==> src/hdl/hsc_pkg.sv <==
`timescale 1ns / 1ps

package hsc_pkg;

	// Slot address width of the physical store.
	localparam int TABLE_BITS  = 16;
	localparam int SLOT_COUNT  = 1 << TABLE_BITS;
	localparam int COUNT_W     = TABLE_BITS + 1;
	localparam int CFG_DATA_W  = 8;
	localparam int CFG_INDEX_W = 2;

	localparam logic [COUNT_W-1:0] COUNT_MAX = COUNT_W'(SLOT_COUNT);

	typedef logic [TABLE_BITS-1:0] slot_t;
	typedef logic [COUNT_W-1:0]    count_t;

	// Request commands; the fourth code is unused and leaves the store alone.
	typedef enum logic [1:0] {
		CMD_STORE = 2'd0,
		CMD_PROBE = 2'd1,
		CMD_CLEAR = 2'd2
	} cmd_t;

	// Configuration register indexes.
	typedef enum logic [CFG_INDEX_W-1:0] {
		REG_INDEX_BITS = 2'd0,
		REG_SEARCH_AGE = 2'd1,
		REG_EXACT_CODE = 2'd2
	} reg_index_t;

	// One slot: packed payload, check word (hash XOR payload) and age stamp.
	typedef struct packed {
		logic [63:0] payload;
		logic [63:0] check;
		logic [7:0]  age;
	} entry_t;

	typedef struct packed {
		logic [1:0]         cmd;
		logic [63:0]        position_hash;
		logic [15:0]        move_code;
		logic [7:0]         search_depth;
		logic signed [31:0] score_value;
		logic [7:0]         bound_kind;
	} req_t;

	typedef struct packed {
		logic [7:0] search_age;
		logic [7:0] exact_code;
	} cfg_t;

	// Write-back decision for the slot under work.
	typedef struct packed {
		logic   we;
		entry_t wr;
	} wb_t;

	typedef struct packed {
		logic               hit;
		logic [15:0]        found_move;
		logic [7:0]         found_depth;
		logic signed [31:0] found_score;
		logic [7:0]         found_bound;
		logic               stored;
	} res_t;

	// Index mask for the configured width, saturated to 1..TABLE_BITS.
	function automatic slot_t slot_mask(input logic [4:0] index_bits);
		int unsigned b;
		slot_t       m;
		b = int'(index_bits);
		if (b < 1) begin
			b = 1;
		end
		if (b > TABLE_BITS) begin
			b = TABLE_BITS;
		end
		for (int k = 0; k < TABLE_BITS; k++) begin
			m[k] = (k < b);
		end
		return m;
	endfunction

endpackage

==> src/hdl/hsc_policy.sv <==
`timescale 1ns / 1ps

// Decides what a request does to the slot it addresses: replacement rule for
// stores, check word match for probes, emptying for clears.
module hsc_policy (
	input  hsc_pkg::req_t   req,
	input  hsc_pkg::entry_t cur,
	input  hsc_pkg::cfg_t   cfg,
	output hsc_pkg::wb_t    wb,
	output hsc_pkg::res_t   res
);

	logic [63:0] new_payload;
	logic [7:0]  cur_depth;
	logic [7:0]  cur_bound;
	logic        cur_valid;
	logic        replace;

	assign new_payload = {req.bound_kind, req.score_value, req.search_depth, req.move_code};
	assign cur_depth   = cur.payload[23:16];
	assign cur_bound   = cur.payload[63:56];
	assign cur_valid   = (cur.check != 64'd0);

	always_comb begin
		if (!cur_valid) begin
			replace = 1'b1;
		end else if (cur.age < cfg.search_age) begin
			replace = 1'b1;
		end else if (cur_depth < req.search_depth) begin
			replace = 1'b1;
		end else begin
			// Same position at equal depth: never let a bound overwrite an exact score.
			replace = ((cur.check ^ cur.payload) == req.position_hash)
			       && (cur_depth == req.search_depth)
			       && ((req.bound_kind == cfg.exact_code) || (cur_bound != cfg.exact_code));
		end
	end

	always_comb begin
		wb  = '0;
		res = '0;
		case (hsc_pkg::cmd_t'(req.cmd))
			hsc_pkg::CMD_STORE: begin
				wb.we         = replace;
				wb.wr.payload = new_payload;
				wb.wr.check   = req.position_hash ^ new_payload;
				wb.wr.age     = cfg.search_age;
				res.stored    = replace;
			end
			hsc_pkg::CMD_PROBE: begin
				if (cur_valid && ((req.position_hash ^ cur.payload) == cur.check)) begin
					res.hit         = 1'b1;
					res.found_move  = cur.payload[15:0];
					res.found_depth = cur.payload[23:16];
					res.found_score = cur.payload[55:24];
					res.found_bound = cur.payload[63:56];
				end
			end
			hsc_pkg::CMD_CLEAR: begin
				wb.we = 1'b1;
			end
			default: begin
				wb  = '0;
				res = '0;
			end
		endcase
	end

endmodule
==> config.mk <==
export PLATFORM = sky130hd
export DESIGN_NAME = hsc_policy
export DESIGN_NICKNAME = d
export VERILOG_FILES = /design/src/hdl/hsc_pkg.sv /design/src/hdl/hsc_policy.sv
export SDC_FILE = /design/constraint.sdc
export NUM_CORES = 1
export LEC_CHECK = 0
export ABC_AREA = 1
export BUFFER_PORTS_ARGS = -buffer_cell sky130_fd_sc_hd__buf_2
export CAP_MARGIN = 20
export CORE_AREA = 2 2 189 191
export DETAILED_ROUTE_END_ITERATION = 8
export DIE_AREA = 0 0 191 193
export PLACE_DENSITY = 0.4
export SLEW_MARGIN = 15
export SYNTH_ARGS = -nofsm -noshare
export SYNTH_HDL_FRONTEND = slang
export SYNTH_SLANG_ARGS = --single-unit
==> constraint.sdc <==
create_clock -name vclk -period 2.55
set_input_delay 0.51 -clock vclk [all_inputs]
set_output_delay 0.51 -clock vclk [all_outputs]
set_load 0.01 [all_outputs]
# After elaboration in Yosys (flattened, before gate mapping)
# Cells that the tools add are included.
# op_classes
add_sub_neg	0
n_mul	0
div_mod_pow	0
magnitude_cmp	2
eq_ne	7
shifts	0
muxes	8
n_bitwise	3
n_reduce_logical	6
# ops
op	count
$xor 64x64->64	3
$mux 136	1
$mux 65	2
$eq 64x64->1	2
$reduce_bool 64->1	1
$eq 8x8->1	2
$lt 8x8->1	2
$ne 8x8->1	1
$mux 1	4
$logic_and 1x1->1	3
$eq 2x1->1 const B	1
$eq 2x2->1 const B	1
$logic_not 2->1	1
$pmux 1 s2	1
$logic_or 1x1->1	1
# totals
regBits	0
latch_bits	0
mem_bits_rw	0
romBits	0
in_bits	282
out_inout_bits	203
wordCells	26
mem_count	0

# Longest topological paths before layout
# Gate-level depths: netlist of run 1.
# depth
ltp_word	8
depth_mapped	14
ltp_nobuf	14

# Worst setup path after synthesis of run 1
# No wires, ideal clock.
# synth_timing
kind	input-to-output
start	input port cur[12] in the netlist's numbering
end	output port res[65] in the netlist's numbering
arrival_ns	1.743
setup_slack_ns	0.297
stages	9
path_cell_list	or2_2 > nor3_1 > nand3_1 > nor2_1 > nand2_1 > nand4_1 > buf_6 > buf_12 > inv_1
# synth_rtl
element	line_no	text
start, declared	hsc_policy.sv:7	input hsc_pkg::entry_t cur,
end, declared	hsc_policy.sv:10	output hsc_pkg::res_t res

==> key figures, run 1 <==
Status
  – Failing checks: setup timing
  – Outcome: finished with violations

Logic synthesis
  – Total nets after synthesis: 1378
  – Synthesized cell area: 5207 µm²
  – YS warnings: 0
  – Synth Instances: 1081
  – Average footprint of a synthesized cell: 4.817 µm²
  – Count of distinct cell types in the synthesized netlist: 26
  – Seq/Total Area, Yosys: 0%

Route
  – Post-DR wirelength/cell: 13.43 µm
  – Total length of routed wires: 29440 µm
  – Number of vias in the routed layout: 8407
  – Final antenna-violating net count: 0
  – Drt first pass iters: 5
  – Final routed DRC violation total: 0
  – Count of routing violations after the opening detailed-route iteration: 199
  – Via-to-Cell Ratio: 3.835

Global routing
  – Number of global-route vias before repair: 8070
  – Global router's overall resource usage: 14.58%
  – Residual overflow from global routing: 0
  – Number of antenna violations at the first check in global routing: 0
  – Largest net degree at the start of global routing: 45
  – Wire length of the first global-routing pass: 42340 µm

Power and ir drop
  – Power density cells: 134.5 nW/µm²
  – Leakage component of the power: 6.502 nW
  – Worst vdd rail ir drop: 0.04550 mV

Critical path
  – CP top delay family: simple AND/OR/NAND/NOR gates
  – Path type of the worst setup path: input port to primary output
  – CP Cell Sequence: buf_2 -> xor2_1 -> nand2_1 -> nand2_1 -> nor2_1 -> nand2_1 -> nor2_2 -> nand2_2 -> nor2_4 -> nand4_1 -> buf_6 -> buf_12 -> buf_16 -> nor2_4 -> buf_6
  – Cell repeated most along the worst path: sky130_fd_sc_hd__nand2_1
  – Largest fanout on the critical path: 5
  – Arrival time worst endpoint: 2.33 ns
  – Number of buffers and inverters on the critical path: 5
  – Required @ worst endpoint: 2.04 ns
  – Crit path largest cell delay: 0.20 ns
  – Worst setup path startpoint: cur[13]
  – Critical path's slowest cell: sky130_fd_sc_hd__buf_6
  – Endpoint class of the critical path: primary output
  – Startpoint Class: input port

Layout
  – Fill cell instance count of the final layout: 4103
  – Final #Nets: 2030
  – Number of diodes added for antenna fixing: 0
  – Number of sequential storage elements: 0
  – Non-filler cells, final: 2192
  – Register area: 0 µm²
  – Share of cells above drive strength 1: 48.12%
  – Clkbuf count: 0
  – Most common library cell in the layout ignoring fill and taps: sky130_fd_sc_hd__buf_2
  – Commonest cells after routing, fill and taps aside: sky130_fd_sc_hd__buf_2, sky130_fd_sc_hd__nand2_1, sky130_fd_sc_hd__inv_1, sky130_fd_sc_hd__buf_4, sky130_fd_sc_hd__nor2_1
  – Layout-stage area growth over the synthesis result: 100.8%

Floorplan
  – Placeable core area: 34960 µm²
  – Cell Rows: 69
  – Horizontal extent of the die: 191 µm
  – Die height: 193 µm
  – Total die area: 36860 µm²
  – Starting density of the core: 14.89%
  – Number of top-level pins: 485

Placement
  – Placed instance count: 2185
  – Placed wire-length estimate: 26010 µm
  – Quantity of I/O buffers inserted on ports: 485
  – RePlAce Congestion: 0.8635

Hold path
  – Worst Hold Launch: cfg[9]
  – Path category of the worst min-delay check: input port to primary output

Timing
  – Count of pins over their slew limit: 0
  – Portion of the clock cycle consumed by the worst path in the final layout: 111.4%
  – Unrepaired setup endpoints after global routing: true
  – Worst-margin pin slew: 0.4210 ns
  – Final critical delay including setup and external delays: 2.842 ns
  – Tightest hold margin: 1.345 ns
  – Final number of setup-violating endpoints: 67
  – Summed negative setup slack over all endpoints: -14.50 ns
  – Relative slew margins: 71.93%
  – Count of endpoints failing hold in the final timing report: 0
  – Max Clock Freq: 351.9 MHz
  – Final critical-path setup slack: -0.2919 ns

CTS
  – Hold buffer count at CTS: 0

Job
  – Max-capacitance violation count: 0
[layout make-up]
class	count	area, µm²	share of cell area (%)
Timing Repair Buffer	671	4513	43.17
Inverter	256	969.7	9.275
Tap cell	461	576.8	5.517
Multi-Input combinational cell	804	4395	42.04
[cell families (layout without fill, tap and decap cells)]
| family | after synthesis | after routing | synth area share, % |
|---|---|---|---|
| AND/OR/NAND/NOR | 610 | 610 | 53.70 |
| buffers and inverters | 277 | 927 | 21.70 |
| AO/OA/AOI/OAI | 129 | 129 | 12.59 |
| XOR/XNOR | 50 | 50 | 8.409 |
| adder cells (fa/ha/maj) | 15 | 15 | 3.604 |
[Yosys cell counts (all sizes together)]
| cell | n | area, µm² |
|---|---|---|
| a21oi | 66 | 330.3 |
| buf | 8 | 120.1 |
| clkbuf | 13 | 48.80 |
| clkinv | 1 | 3.750 |
| ha | 15 | 187.7 |
| inv | 255 | 957.2 |
| nand2 | 327 | 1230 |
| nand3 | 60 | 300.3 |
| nand4 | 7 | 43.79 |
| nor2 | 197 | 1110 |
| nor3 | 5 | 25.02 |
| nor4 | 8 | 50.05 |
| o211ai | 2 | 15.01 |
| o21a | 1 | 7.510 |
| o21ai | 59 | 295.3 |
| o31ai | 1 | 7.510 |
| or2 | 6 | 37.54 |
| xnor2 | 34 | 297.8 |
| xor2 | 16 | 140.1 |
[metal layers]
metal / wire length (µm) / track usage (%)
met5: 0 / 0
met4: 212 / 0.9541
met3: 1763 / 1.828
met2: 14950 / 28.09
met1: 12510 / 17.88
[power breakdown]
part / internal [mW] / leakage, nW / switching (mW) / total [mW]
clock: 0 / 0 / 0 / 0
combinational: 0.659 / 6.50 / 0.747 / 1.41
sequential: 0 / 0 / 0 / 0
total: 0.659 / 6.50 / 0.747 / 1.41
[per-stage QoR]
stage,power [mW],setup slack (ns),area [µm²],utilization (%)
6_report,1.406,-0.2919,10460,29.90
5_1_grt,1.588,-0.4373,10460,29.90
4_1_cts,1.380,-0.4001,10150,29.04
3_5_place_dp,1.343,-0.7321,9483,27.12
3_3_place_gp,1.332,-0.6934,9483,27.12
2_1_floorplan,0.5995,0.2968,5207,-
[worst paths after layout]
path	endpoint	cells after the start	slack, ns
worst min-delay path	wb[1]	4	1.35
worst max-delay path	res[16]	15	-0.29
[tightest hold or removal path: stages]
cell	delay, ns
sky130_fd_sc_hd__buf_2	0.10
sky130_fd_sc_hd__inv_1	0.06
sky130_fd_sc_hd__nor2_1	0.04
sky130_fd_sc_hd__buf_2	0.13
[repair_timing]
| item | CTS | global route |
|---|---|---|
| pin swaps | 21 | 33 |
| setup buffers | 6 | 3 |
| setup endpoints to repair | 67 | 67 |
| resized for setup | 111 | 110 |
| gates cloned | 3 | 2 |
| hold endpoints to repair | 0 | 0 |
Note: power is estimated with default switching activity, not from simulation.
==> run 2, diff against run 1 <==
--- a/config.mk
+++ b/config.mk
@@ -6,12 +6,12 @@
 export NUM_CORES = 1
 export LEC_CHECK = 0
 export ABC_AREA = 1
-export BUFFER_PORTS_ARGS = -buffer_cell sky130_fd_sc_hd__buf_2
 export CAP_MARGIN = 20
-export CORE_AREA = 2 2 189 191
+export CORE_AREA = 2 2 187 189
 export DETAILED_ROUTE_END_ITERATION = 8
-export DIE_AREA = 0 0 191 193
-export PLACE_DENSITY = 0.4
+export DIE_AREA = 0 0 189 191
+export DONT_BUFFER_PORTS = 1
+export PLACE_DENSITY = 0.34
 export SLEW_MARGIN = 15
 export SYNTH_ARGS = -nofsm -noshare
 export SYNTH_HDL_FRONTEND = slang
==> run 2 against run 1 <==
The flow still finishes with violations (setup timing). Via count shrank 22%. First-iteration DRC count grew 24%. Utilization shrank 8.1 points. Worst setup slack gained 0.21 ns. Count of clock-buffer cells in the layout is the same. Wire length shrank 12%. Critical endpoint is now res[50].
==> key figures, run 2 (synthesized netlist as in run 1, its figures left out) <==
Status
  – Outcome: finished with violations
  – Failing checks: setup timing

Global routing
  – Number of antenna violations at the first check in global routing: 1
  – Number of global-route vias before repair: 6254
  – Wire length of the first global-routing pass: 37180 µm
  – Largest net degree at the start of global routing: 79
  – Global router's overall resource usage: 13.20%
  – Residual overflow from global routing: 0

Timing
  – Worst-margin pin slew: 0.4188 ns
  – Summed negative setup slack over all endpoints: -2.486 ns
  – Max Clock Freq: 380.5 MHz
  – Portion of the clock cycle consumed by the worst path in the final layout: 103.1%
  – Final critical delay including setup and external delays: 2.628 ns
  – Tightest hold margin: 1.113 ns
  – Count of endpoints failing hold in the final timing report: 0
  – Final number of setup-violating endpoints: 58
  – Unrepaired setup endpoints after global routing: true
  – Relative slew margins: 71.85%
  – Count of pins over their slew limit: 0
  – Final critical-path setup slack: -0.07800 ns

Hold path
  – Path category of the worst min-delay check: input port to primary output

Route
  – Final antenna-violating net count: 0
  – Number of vias in the routed layout: 6597
  – Count of routing violations after the opening detailed-route iteration: 247
  – Via-to-Cell Ratio: 3.929
  – Total length of routed wires: 26040 µm
  – Post-DR wirelength/cell: 15.51 µm
  – Final routed DRC violation total: 0
  – Drt first pass iters: 4

Critical path
  – Largest fanout on the critical path: 8
  – Endpoint class of the critical path: primary output
  – Required @ worst endpoint: 2.04 ns
  – Crit path largest cell delay: 0.17 ns
  – Path type of the worst setup path: input port to primary output
  – CP Cell Sequence: inv_1 -> nand2_1 -> nand2_1 -> nand2_1 -> nand2_1 -> nor2_1 -> nand2_1 -> nor2_4 -> nand2_2 -> nor2_4 -> nand4_1 -> buf_6 -> buf_12 -> buf_12 -> nor2_4
  – Startpoint Class: input port
  – Critical path's slowest cell: sky130_fd_sc_hd__nor2_4
  – Cell repeated most along the worst path: sky130_fd_sc_hd__nand2_1
  – Arrival time worst endpoint: 2.12 ns

Layout
  – Final core utilization: 21.82%
  – Commonest cells after routing, fill and taps aside: sky130_fd_sc_hd__nand2_1, sky130_fd_sc_hd__inv_1, sky130_fd_sc_hd__buf_4, sky130_fd_sc_hd__nor2_1, sky130_fd_sc_hd__nor2_4
  – Final #Nets: 1521
  – Number of sequential storage elements: 0
  – Register area: 0 µm²
  – Layout-stage area growth over the synthesis result: 42.96%
  – Most common library cell in the layout ignoring fill and taps: sky130_fd_sc_hd__nand2_1
  – Share of cells above drive strength 1: 24.47%
  – Clkbuf count: 0
  – Final std cell area, no fill: 7445 µm²
  – Non-filler cells, final: 1679

CTS
  – Hold buffer count at CTS: 0

Placement
  – Post-Place Cell Area: 6883 µm²
  – Placed wire-length estimate: 23300 µm
  – Placed instance count: 1672
  – RePlAce Congestion: 0.8212
  – Pre-CTS worst setup slack: -0.4009 ns
  – Quantity of I/O buffers inserted on ports: 0

Floorplan
  – Placeable core area: 34120 µm²
  – Die height: 191 µm
  – Horizontal extent of the die: 189 µm
  – Number of top-level pins: 485
  – Cell Rows: 68
  – Total die area: 36100 µm²
  – Starting density of the core: 15.26%

Power and ir drop
  – Power density cells: 127.7 nW/µm²
  – Leakage component of the power: 4.160 nW
  – Worst vdd rail ir drop: 0.05121 mV
  – Final Total Pwr: 0.9507 mW

Job
  – Max-capacitance violation count: 0
run 2: final cells by class:
cell class | instances | area [µm²]
antenna | 2 | 5.005
fill | 4025 | 26670
inverter | 256 | 1027
multi-input combinational | 804 | 4431
tap | 455 | 569.3
timing repair buffer | 162 | 1413
run 2: final timing paths:
path	from	end	slack, ns	cells past startpoint
worst min-delay path	req[10]	wb[98]	1.11	2
worst max-delay path	cur[129]	res[50]	-0.08	15
run 2: critical path, delay by kind of cell:
| family | cells | cell delay (ns) |
|---|---|---|
| and+or+nand+nor | 11 | 1.08 |
| buffers and inverters | 4 | 0.52 |
run 2: what timing repair did:
item,in CTS,in global routing
resized for setup,86,58
cloned,1,0
setup buffers,4,1
endpoints found under the setup margin,67,67
pin swaps,30,26
run 2: per-layer routing:
metal  global-route usage (%)  vias to the layer above  part of all wire [%]
li1                         -                     3510                     -
met1                    15.40                     2822                    40
met2                    25.74                      258                    52
met3                    2.534                        7                   7.2
met4                   0.8413                        0                  0.75
met5                        0                        -                     0
run 2: power by group:
| group | switching [mW] | leakage (nW) | internal, mW |
|---|---|---|---|
| registers | 0 | 0 | 0 |
| logic | 0.547 | 4.16 | 0.404 |
| clock network | 0 | 0.0000127 | 0.000000105 |
